--- src/rtl/rrva_pkg.sv ---
// rrva_pkg: shared constants, codes and types of the voice allocator
// used by every rtl file of the block, no dependencies

package rrva_pkg;

   localparam int VOICES = 16;
   localparam int IDX_W  = $clog2(VOICES);
   localparam int CNT_W  = $clog2(VOICES + 1);

   localparam int CMD_W  = 2;
   localparam int KEY_W  = 7;
   localparam int VEL_W  = 7;
   localparam int DONE_W = 4;
   localparam int VIDX_W = 4;
   localparam int ACT_W  = 2;
   localparam int CSR_W  = 5;

   localparam logic [CSR_W-1:0] ACTIVE_RESET = CSR_W'(VOICES);

   localparam logic [CMD_W-1:0] CMD_NOTE_ON  = 2'd0;
   localparam logic [CMD_W-1:0] CMD_NOTE_OFF = 2'd1;
   localparam logic [CMD_W-1:0] CMD_DONE     = 2'd2;

   localparam logic [ACT_W-1:0] ACT_FRESH   = 2'd0;
   localparam logic [ACT_W-1:0] ACT_RETRIG  = 2'd1;
   localparam logic [ACT_W-1:0] ACT_RELEASE = 2'd2;
   localparam logic [ACT_W-1:0] ACT_NONE    = 2'd3;

   typedef enum logic [1:0] {
      ST_IDLE,
      ST_SCAN,
      ST_FINISH
   } state_type;

   // search token that walks the cell chain
   typedef struct packed {
      logic             valid;
      logic             is_on;
      logic [KEY_W-1:0] key;
      logic             found;
      logic [IDX_W-1:0] idx;
   } token_type;

   // broadcast update of one cell
   typedef struct packed {
      logic             start;
      logic             clear;
      logic [IDX_W-1:0] idx;
      logic [KEY_W-1:0] key;
   } cell_wr_type;

endpackage

--- src/rtl/rrva_if.sv ---
// rrva_req_if, rrva_rsp_if: valid/ready channels of the voice allocator
// depends on rrva_pkg

interface rrva_req_if;
   logic                        valid;
   logic                        ready;
   logic [rrva_pkg::CMD_W-1:0]  cmd;
   logic [rrva_pkg::KEY_W-1:0]  note_key;
   logic [rrva_pkg::VEL_W-1:0]  note_velocity;
   logic [rrva_pkg::DONE_W-1:0] done_voice;

   modport source (output valid, cmd, note_key, note_velocity, done_voice, input ready);
   modport sink (input valid, cmd, note_key, note_velocity, done_voice, output ready);
endinterface

interface rrva_rsp_if;
   logic                        valid;
   logic                        ready;
   logic [rrva_pkg::VIDX_W-1:0] voice_index;
   logic [rrva_pkg::ACT_W-1:0]  action;
   logic                        stolen;
   logic [rrva_pkg::KEY_W-1:0]  out_key;
   logic [rrva_pkg::VEL_W-1:0]  out_velocity;

   modport source (output valid, voice_index, action, stolen, out_key, out_velocity,
                   input ready);
   modport sink (input valid, voice_index, action, stolen, out_key, out_velocity,
                 output ready);
endinterface

--- src/rtl/rrva_cell.sv ---
// rrva_cell: one voice slot (key, in-use, key-down) and one stage of the search chain
// depends on rrva_pkg

module rrva_cell (
   input  logic                       clock,
   input  logic                       reset,
   input  logic [rrva_pkg::IDX_W-1:0] my_index,
   input  logic [rrva_pkg::CNT_W-1:0] count,
   input  rrva_pkg::token_type        tok_in,
   output rrva_pkg::token_type        tok_out,
   input  rrva_pkg::cell_wr_type      wr,
   output logic                       in_use
);

   logic [rrva_pkg::KEY_W-1:0] key_ff;
   logic                       in_use_ff;
   logic                       key_down_ff;
   rrva_pkg::token_type        tok_ff;
   rrva_pkg::token_type        tok_in_w;
   logic                       active;
   logic                       hit;
   logic                       sel;

   assign active = {1'b0, my_index} < count;
   assign hit    = tok_in.valid && active && in_use_ff && (key_ff == tok_in.key);
   assign sel    = wr.idx == my_index;

   always_comb begin
      tok_in_w = tok_in;
      if (hit && !tok_in.found) begin
         tok_in_w.found = 1'b1;
         tok_in_w.idx   = my_index;
      end
   end

   always_ff @(posedge clock) begin
      if (reset) begin
         in_use_ff    <= 1'b0;
         key_down_ff  <= 1'b0;
         tok_ff.valid <= 1'b0;
      end else begin
         tok_ff <= tok_in_w;
         if (wr.start && sel) begin
            key_ff      <= wr.key;
            in_use_ff   <= 1'b1;
            key_down_ff <= 1'b1;
         end else if (wr.clear && sel) begin
            in_use_ff <= 1'b0;
         end else if (hit && !tok_in.is_on) begin
            key_down_ff <= 1'b0;
         end
      end
   end

   assign tok_out = tok_ff;
   assign in_use  = in_use_ff;

endmodule

--- src/rtl/rrva_ctrl.sv ---
// rrva_ctrl: command sequencer, round-robin pointer, voice count register
// and result register; depends on rrva_pkg and rrva_if

module rrva_ctrl (
   input  logic                        clock,
   input  logic                        reset,
   rrva_req_if.sink                    req,
   rrva_rsp_if.source                  rsp,
   input  logic                        csr_we,
   input  logic [rrva_pkg::CSR_W-1:0]  csr_wdata,
   output logic [rrva_pkg::CNT_W-1:0]  count,
   output rrva_pkg::token_type         inject,
   input  rrva_pkg::token_type         chain_end,
   input  logic [rrva_pkg::VOICES-1:0] use_vec,
   output rrva_pkg::cell_wr_type       wr
);

   rrva_pkg::state_type        state_ff, state_in;
   logic [rrva_pkg::CSR_W-1:0] active_ff;
   logic [rrva_pkg::IDX_W-1:0] next_slot_ff, next_slot_in;
   logic                       op_on_ff;
   logic [rrva_pkg::KEY_W-1:0] key_ff;
   logic [rrva_pkg::VEL_W-1:0] vel_ff;
   logic                       found_ff;
   logic [rrva_pkg::IDX_W-1:0] hit_idx_ff;

   logic                        rsp_valid_ff;
   logic [rrva_pkg::VIDX_W-1:0] rsp_idx_ff, rsp_idx_in;
   logic [rrva_pkg::ACT_W-1:0]  rsp_act_ff, rsp_act_in;
   logic                        rsp_st_ff, rsp_st_in;
   logic [rrva_pkg::KEY_W-1:0]  rsp_key_ff;
   logic [rrva_pkg::VEL_W-1:0]  rsp_vel_ff, rsp_vel_in;

   logic                       accept;
   logic                       is_note;
   logic                       out_free;
   logic                       commit;
   logic [rrva_pkg::IDX_W-1:0] rr_slot;
   logic [rrva_pkg::CNT_W-1:0] rr_plus;

   // saturate voice count to 1..VOICES
   always_comb begin
      if (active_ff == '0) begin
         count = rrva_pkg::CNT_W'(1);
      end else if (32'(active_ff) > rrva_pkg::VOICES) begin
         count = rrva_pkg::CNT_W'(rrva_pkg::VOICES);
      end else begin
         count = rrva_pkg::CNT_W'(active_ff);
      end
   end

   assign accept   = req.valid && req.ready;
   assign is_note  = (req.cmd == rrva_pkg::CMD_NOTE_ON) || (req.cmd == rrva_pkg::CMD_NOTE_OFF);
   assign out_free = !rsp_valid_ff || rsp.ready;
   assign commit   = (state_ff == rrva_pkg::ST_FINISH) && out_free;

   assign rr_slot = ({1'b0, next_slot_ff} < count) ? next_slot_ff : '0;
   assign rr_plus = {1'b0, rr_slot} + rrva_pkg::CNT_W'(1);

   // next state
   always_comb begin
      state_in = state_ff;
      case (state_ff)
         rrva_pkg::ST_IDLE: begin
            if (accept && is_note) state_in = rrva_pkg::ST_SCAN;
         end
         rrva_pkg::ST_SCAN: begin
            if (chain_end.valid) state_in = rrva_pkg::ST_FINISH;
         end
         rrva_pkg::ST_FINISH: begin
            if (out_free) state_in = rrva_pkg::ST_IDLE;
         end
         default: state_in = rrva_pkg::ST_IDLE;
      endcase
   end

   // outputs
   always_comb begin
      req.ready    = 1'b0;
      inject       = '0;
      wr           = '0;
      next_slot_in = next_slot_ff;
      rsp_idx_in   = '0;
      rsp_act_in   = rrva_pkg::ACT_NONE;
      rsp_st_in    = 1'b0;
      rsp_vel_in   = '0;
      case (state_ff)
         rrva_pkg::ST_IDLE: begin
            req.ready    = 1'b1;
            inject.valid = accept && is_note;
            inject.is_on = req.cmd == rrva_pkg::CMD_NOTE_ON;
            inject.key   = req.note_key;
            if (accept && (req.cmd == rrva_pkg::CMD_DONE) &&
                (32'(req.done_voice) < rrva_pkg::VOICES)) begin
               wr.clear = 1'b1;
               wr.idx   = rrva_pkg::IDX_W'(req.done_voice);
            end
         end
         rrva_pkg::ST_SCAN: begin
         end
         rrva_pkg::ST_FINISH: begin
            if (op_on_ff) begin
               wr.key = key_ff;
               rsp_vel_in = vel_ff;
               if (found_ff) begin
                  wr.idx     = hit_idx_ff;
                  rsp_idx_in = rrva_pkg::VIDX_W'(hit_idx_ff);
                  rsp_act_in = rrva_pkg::ACT_RETRIG;
               end else begin
                  wr.idx       = rr_slot;
                  rsp_idx_in   = rrva_pkg::VIDX_W'(rr_slot);
                  rsp_act_in   = rrva_pkg::ACT_FRESH;
                  rsp_st_in    = use_vec[rr_slot];
                  next_slot_in = (rr_plus >= count) ? '0 : rr_plus[rrva_pkg::IDX_W-1:0];
               end
               wr.start = commit;
               if (!commit) next_slot_in = next_slot_ff;
            end else if (found_ff) begin
               rsp_idx_in = rrva_pkg::VIDX_W'(hit_idx_ff);
               rsp_act_in = rrva_pkg::ACT_RELEASE;
            end
         end
         default: begin
         end
      endcase
   end

   always_ff @(posedge clock) begin
      if (reset) begin
         state_ff     <= rrva_pkg::ST_IDLE;
         active_ff    <= rrva_pkg::ACTIVE_RESET;
         next_slot_ff <= '0;
         rsp_valid_ff <= 1'b0;
      end else begin
         state_ff     <= state_in;
         next_slot_ff <= next_slot_in;
         if (csr_we) active_ff <= csr_wdata;
         if (commit) begin
            rsp_valid_ff <= 1'b1;
         end else if (rsp.ready) begin
            rsp_valid_ff <= 1'b0;
         end
      end
   end

   always_ff @(posedge clock) begin
      if (accept && is_note) begin
         op_on_ff <= req.cmd == rrva_pkg::CMD_NOTE_ON;
         key_ff   <= req.note_key;
         vel_ff   <= req.note_velocity;
      end
      if (state_ff == rrva_pkg::ST_SCAN && chain_end.valid) begin
         found_ff   <= chain_end.found;
         hit_idx_ff <= chain_end.idx;
      end
      if (commit) begin
         rsp_idx_ff <= rsp_idx_in;
         rsp_act_ff <= rsp_act_in;
         rsp_st_ff  <= rsp_st_in;
         rsp_vel_ff <= rsp_vel_in;
         rsp_key_ff <= key_ff;
      end
   end

   assign rsp.valid        = rsp_valid_ff;
   assign rsp.voice_index  = rsp_idx_ff;
   assign rsp.action       = rsp_act_ff;
   assign rsp.stolen       = rsp_st_ff;
   assign rsp.out_key      = rsp_key_ff;
   assign rsp.out_velocity = rsp_vel_ff;

endmodule

--- src/rtl/round_robin_voice_allocator_core.sv ---
// round_robin_voice_allocator_core: top level, chain of voice cells plus sequencer
// depends on rrva_pkg, rrva_if, rrva_cell, rrva_ctrl
//
//   channel    dir   signals                                    transfer
//   req_chan   in    cmd, note_key, note_velocity, done_voice  valid & ready
//   rsp_chan   out   voice_index, action, stolen, out_key,     valid & ready
//                    out_velocity
//   csr        in    csr_we, csr_wdata (active_voices)         csr_we
//
// note on / note off: one transfer in, a search token walks all 16 cells one per
// cycle, then a finish step starts the voice on a note on and loads the result
// voice done and unknown commands are taken without a search and give no result
// the result register lets the next request in while a result waits; a held
// result stalls only the finish step of the following note event
// reset clears in-use, key-down, the round-robin pointer and sets 16 voices

module round_robin_voice_allocator_core (
   input  logic                       clock,
   input  logic                       reset,
   rrva_req_if.sink                   req_chan,
   rrva_rsp_if.source                 rsp_chan,
   input  logic                       csr_we,
   input  logic [rrva_pkg::CSR_W-1:0] csr_wdata
);

   rrva_pkg::token_type         tok [rrva_pkg::VOICES+1];
   rrva_pkg::cell_wr_type       wr;
   logic [rrva_pkg::CNT_W-1:0]  count;
   logic [rrva_pkg::VOICES-1:0] use_vec;

   rrva_ctrl u_ctrl (
      .clock     (clock),
      .reset     (reset),
      .req       (req_chan),
      .rsp       (rsp_chan),
      .csr_we    (csr_we),
      .csr_wdata (csr_wdata),
      .count     (count),
      .inject    (tok[0]),
      .chain_end (tok[rrva_pkg::VOICES]),
      .use_vec   (use_vec),
      .wr        (wr)
   );

   for (genvar i = 0; i < rrva_pkg::VOICES; i++) begin : g_cell
      rrva_cell u_cell (
         .clock    (clock),
         .reset    (reset),
         .my_index (rrva_pkg::IDX_W'(i)),
         .count    (count),
         .tok_in   (tok[i]),
         .tok_out  (tok[i+1]),
         .wr       (wr),
         .in_use   (use_vec[i])
      );
   end

endmodule

--- src/flat_wrapper.sv ---
// flat-port wrapper written by rule: the top's interface ports become plain ports
module round_robin_voice_allocator_core_flat 
  (clock, reset, csr_we, csr_wdata, req_chan_valid, req_chan_cmd, req_chan_note_key, req_chan_note_velocity, req_chan_done_voice, req_chan_ready, rsp_chan_valid, rsp_chan_voice_index, rsp_chan_action, rsp_chan_stolen, rsp_chan_out_key, rsp_chan_out_velocity, rsp_chan_ready);
  rrva_req_if req_chan_i ();
  rrva_rsp_if rsp_chan_i ();
  input  logic clock;
  input  logic reset;
  input  logic csr_we;
  input  logic [rrva_pkg::CSR_W-1:0] csr_wdata;
  input wire logic [$bits(req_chan_i.valid)-1:0] req_chan_valid;
  input wire logic [$bits(req_chan_i.cmd)-1:0] req_chan_cmd;
  input wire logic [$bits(req_chan_i.note_key)-1:0] req_chan_note_key;
  input wire logic [$bits(req_chan_i.note_velocity)-1:0] req_chan_note_velocity;
  input wire logic [$bits(req_chan_i.done_voice)-1:0] req_chan_done_voice;
  output wire logic [$bits(req_chan_i.ready)-1:0] req_chan_ready;
  output wire logic [$bits(rsp_chan_i.valid)-1:0] rsp_chan_valid;
  output wire logic [$bits(rsp_chan_i.voice_index)-1:0] rsp_chan_voice_index;
  output wire logic [$bits(rsp_chan_i.action)-1:0] rsp_chan_action;
  output wire logic [$bits(rsp_chan_i.stolen)-1:0] rsp_chan_stolen;
  output wire logic [$bits(rsp_chan_i.out_key)-1:0] rsp_chan_out_key;
  output wire logic [$bits(rsp_chan_i.out_velocity)-1:0] rsp_chan_out_velocity;
  input wire logic [$bits(rsp_chan_i.ready)-1:0] rsp_chan_ready;
  assign req_chan_i.valid = req_chan_valid;
  assign req_chan_i.cmd = req_chan_cmd;
  assign req_chan_i.note_key = req_chan_note_key;
  assign req_chan_i.note_velocity = req_chan_note_velocity;
  assign req_chan_i.done_voice = req_chan_done_voice;
  assign req_chan_ready = req_chan_i.ready;
  assign rsp_chan_valid = rsp_chan_i.valid;
  assign rsp_chan_voice_index = rsp_chan_i.voice_index;
  assign rsp_chan_action = rsp_chan_i.action;
  assign rsp_chan_stolen = rsp_chan_i.stolen;
  assign rsp_chan_out_key = rsp_chan_i.out_key;
  assign rsp_chan_out_velocity = rsp_chan_i.out_velocity;
  assign rsp_chan_i.ready = rsp_chan_ready;
  round_robin_voice_allocator_core u_core (.clock(clock), .reset(reset), .req_chan(req_chan_i), .rsp_chan(rsp_chan_i), .csr_we(csr_we), .csr_wdata(csr_wdata));
endmodule
--- config.mk ---
export PLATFORM = sky130hd
export DESIGN_NAME = round_robin_voice_allocator_core_flat
export DESIGN_NICKNAME = d
export VERILOG_FILES = /design/src/rtl/rrva_pkg.sv /design/src/rtl/rrva_if.sv /design/src/rtl/rrva_cell.sv /design/src/rtl/rrva_ctrl.sv /design/src/rtl/round_robin_voice_allocator_core.sv /design/src/flat_wrapper.sv
export SDC_FILE = /design/constraint.sdc
export NUM_CORES = 1
export LEC_CHECK = 0
export BUFFER_PORTS_ARGS = -buffer_cell sky130_fd_sc_hd__buf_4
export CAP_MARGIN = 10
export CELL_PAD_IN_SITES_DETAIL_PLACEMENT = 0
export CELL_PAD_IN_SITES_GLOBAL_PLACEMENT = 1
export CORE_MARGIN = 1
export CORE_UTILIZATION = 45
export DETAILED_ROUTE_END_ITERATION = 8
export PLACE_DENSITY_LB_ADDON = 0.25
export SLEW_MARGIN = 5
export SYNTH_ARGS = -nofsm -noshare
export SYNTH_HDL_FRONTEND = slang
export SYNTH_SLANG_ARGS = --single-unit
--- constraint.sdc ---
create_clock -name clock -period 3.9 [get_ports clock]
set_input_delay 0.78 -clock clock [delete_from_list [all_inputs] [get_ports clock]]
set_output_delay 0.78 -clock clock [all_outputs]
set_load 0.03 [all_outputs]
==> summary.txt <==
STA
  – Worst slew pin tran: 1.05 ns
  – Min Hold Slack: 0.436 ns
  – Max Slew Vio Count: 0
  – Clock skew: 0.0190 ns
  – Setup-failing EPs final: 0
  – Max Clock Freq: 293 MHz
  – Max-slew headroom: 0.303
  – Tmin final: 3.41 ns
  – Unrepaired setup endpoints after global routing: no
  – Hold Fails Final Rpt: 0
  – Period utilization: 0.875
  – Setup tns final: 0 ns

Routing
  – Routed WL per cell: 20.3 um
  – First drt pass iteration count: 4
  – Residual antenna-violating net count after detailed routing: 0
  – Via Count: 7490
  – Final WL: 28.9 mm
  – Avg Vias per Cell: 5.26
  – # DRC: 0
  – Initial DRC count: 411

Outcome
  – Status: finished clean

Final layout
  – FF+latch area: 10600 sq um
  – Non-filler instance count after layout: around 1.4k
  – Fillers: ~2.5k
  – Fin nets: 1040
  – Ant diodes: 0
  – Share of cells above drive strength 1: 0.136
  – Area Overhead vs Synth: 14.4%
  – Multi-input gate area in the final layout: around 3500 sq um

Worst setup path
  – Reg2reg path depth: 14
  – CP cell instances: clkinv_1 > nand2_1 > ha_1 > and4b_1 > o211ai_2 > nand2_1 > nor2_1 > ha_1 > ha_1 > a21o_1 > a21o_1 > a21oi_1 > o211ai_1 > a21oi_1
  – Slowest-stage cell, CP: dfxtp_1
  – CP Data Arrival Time: between 3 and 4 ns
  – Most used cell, CP: ha_1
  – FF-to-FF End: u_core.u_ctrl.next_slot_ff[3]
  – R2r setup slk: 0.49 ns
  – Slowest stage delay, CP: roughly 0.34 ns
  – CP Max Fanout: 8
  – Capturing element type of the critical path: register
  – Critical setup path kind: register to register
  – WP data required: 4.34 ns
  – Kind of start point of the critical path: register
  – FF-to-FF Start: u_core.u_ctrl.active_ff[4]

Power and ir drop
  – Clock Power Share: 0.418
  – Worst VDD drop: 0.329 mV
  – Net Sw Frac: 0.202
  – Power per Cell Area: 495 nW/um^2
  – Gate power share: 0.029
  – Int Pwr: 0.00642 W
  – Net Switching: 0.00163 W
  – Flop pwr share: 0.553
  – Lkg Pwr: 5.79 nW
  – Overall power: 0.00805 W

Floorplanning
  – Initial cell density of the core: 0.461
  – Vert. Die Dim: about 180 um
  – I/O pin total: 53
  – DIE AREA: 32300 sq um
  – Core Area: 30800 sq um
  – Chip width: around 180 um
  – Row cnt: between 60 and 70

GRT
  – Maximum number of pins on one net before global-route repair: 76
  – GRT Overall Usage: 0.182
  – Initial antenna violation count: 1
  – Vias in the first global route: roughly 7.5k
  – GRT overflow: 0
  – First-pass GRT wire length: 44.4 mm

Worst hold path
  – Hold Path End: u_core.u_ctrl.rsp.out_key[2]
  – HP Start: u_core.u_ctrl.key_ff[2]
  – Hold WC Path Type: register to register
  – Worst hold path stage count: 0

Placement
  – Final HPWL DP: 19.2 mm
  – PortBufs: 52
  – Placed Cells: 1356
  – GP Congestion: 0.884

Clock tree
  – Root buf cell: clkbuf_16
  – Post-CTS Hold Fix Bufs: 0
  – CTS Buffer Depth: 3
  – Setup Buffers After CTS: 0
  – CTS Buf Count: 38
  – H-tree Lvls: 2
  – Clk slew on worst S/H paths: approximately 0.060 ns
  – Worst-Skew Late Latency: 0.51 ns
  – CTS tree: done
  – CTS Sinks: between 300 and 400
  – Post-CTS sizing: 0

Yosys
  – Synthesized flop and latch total: between 300 and 400
  – Sequential-to-total area share from yosys stat: 0.745
  – Post-Syn Area per Cell: 15.5 sq um
  – Ys Warns: 0
  – Ys async rst share: 0
  – Syn nets: around 960
  – Post-synth top flop: edfxtp_1
  – Mapped Cells: approximately 920
  – Post-synth cell types: 65
  – Mapped Area: between 10000 and 15000 sq um
  – EDFF count, synth: 323

Run
  – Max-Cap Viols: 0
layout by cell type, fill, tap and decap left out, types with 10 or more instances in the layout:
cell type / instances
nand2b_1: 41
nand3_1: 29
clkinv_1: 11
xnor2_1: 44
buf_4: 64
a21oi_1: 13
nor2b_1: 21
and2_1: 37
xor2_1: 66
dfxtp_1: 44
nor2_1: 45
ha_1: 10
o211ai_1: 23
nand2_1: 38
clkbuf_16: 40
o21ai_0: 21
nor3_1: 13
nor4_1: 20
edfxtp_1: 323
inv_1: 12
critical path, delay by kind of cell (launching register included):
kind                     cells  cell delay [ns]
AO/OA/AOI/OAI                6             1.01
adder cells (fa/ha/maj)      3             0.89
AND/OR/NAND/NOR              4             0.88
flip-flops                   1             0.34
buffers and inverters        1             0.21
registers in the layout, summed over array words and instances, names as in the netlist:
name,count
u_core.u_ctrl.rsp.action,2
u_core.u_ctrl.hit_idx_ff,4
u_core.u_ctrl.rsp.voice_index,4
u_core.g_cell.u_cell.in_use,16
u_core.u_ctrl.next_slot_ff,4
u_core.u_ctrl.rsp.stolen,1
u_core.u_ctrl.rsp.out_velocity,7
u_core.u_ctrl.state_ff,2
u_core.u_ctrl.vel_ff,7
u_core.u_ctrl.rsp.valid,1
u_core.u_ctrl.op_on_ff,1
u_core.u_ctrl.active_ff,5
u_core.u_ctrl.found_ff,1
u_core.g_cell.u_cell.tok_out,186
u_core.g_cell.u_cell.key_ff,112
u_core.u_ctrl.rsp.out_key,7
u_core.u_ctrl.key_ff,7
per-stage QoR:
step | worst slack [ns] | cell area, sq um | util
CTS | 0.483 | 16300 | 0.527
global route | 0.173 | 16300 | 0.527
global placement | 0.586 | 15100 | 0.490
detailed placement | 0.512 | 15100 | 0.490
finish | 0.487 | 16300 | 0.527
floorplan | 0.435 | 14200 | -
per-layer routing:
layer,up-vias,routed length (um),GRT usage
li1,3579,-,-
met1,3754,13100,0.246
met2,122,14400,0.309
met3,35,984,0.0294
met4,0,385,0.0372
met5,-,0,0
layout make-up:
class                      count  area share
clock buffer                  47      0.0632
clock inverter                22     0.00824
multi-input combinational    513       0.213
timing repair buffer          65      0.0308
tap                          396      0.0305
inverter                      15     0.00377
sequential                   367       0.651
how the worst max path moves through the flow:
stage / start / endpoint / slack (ns) / cells after the start
2_1_floorplan: reset / u_core.g_cell[0].u_cell.tok_out[10] / 0.43 / 2
3_3_place_gp: u_core.u_ctrl.active_ff[2] / u_core.g_cell[1].u_cell.key_ff[3] / 0.59 / 7
3_5_place_dp: u_core.u_ctrl.active_ff[2] / u_core.g_cell[1].u_cell.key_ff[3] / 0.51 / 7
4_1_cts: u_core.u_ctrl.active_ff[2] / u_core.g_cell[1].u_cell.key_ff[6] / 0.48 / 7
5_1_grt: u_core.u_ctrl.active_ff[4] / u_core.u_ctrl.next_slot_ff[3] / 0.17 / 14
6_report: u_core.u_ctrl.active_ff[4] / u_core.u_ctrl.next_slot_ff[3] / 0.49 / 14
power groups by stage:
stage,combinational [W],clock (W),sequential [W]
2_1_floorplan,0.000158,0,0.00450
3_3_place_gp,0.000233,0,0.00453
3_5_place_dp,0.000236,0,0.00453
4_1_cts,0.000237,0.00344,0.00445
5_1_grt,0.000258,0.00359,0.00446
6_report,0.000232,0.00337,0.00445
logic make-up after synthesis:
kind of cell | Yosys count | share of synthesized area
DFF | 367 | 0.745
AOI/OAI and AO/OA | 106 | 0.0514
adders and majority gates | 10 | 0.00881
buffers and inverters | 35 | 0.0125
xor gates and xnor gates | 110 | 0.0678
muxes | 5 | 0.00352
and+or+nand+nor | 282 | 0.111
cell usage after synthesis, types with 4 or more instances:
cell	n	share of area
or2_2	6	0.0026
nor3_1	13	0.0046
o21ai_0	21	0.0074
nor4_1	20	0.0088
a22oi_1	5	0.0026
edfxtp_1	323	0.68
a21oi_1	13	0.0046
nor2_1	46	0.012
nand4_1	8	0.0035
dfxtp_1	44	0.062
nand2_1	38	0.010
buf_2	4	0.0014
buf_6	5	0.0040
nor2b_1	21	0.0092
clkbuf_1	9	0.0024
o211ai_1	23	0.012
xnor2_1	44	0.027
mux2i_1	5	0.0035
nand2b_1	41	0.018
xor2_1	66	0.041
o21ai_1	9	0.0032
inv_1	13	0.0034
ha_1	10	0.0088
nand3_1	29	0.010
and2_1	37	0.016
Note: power is estimated with default switching activity, not from simulation.
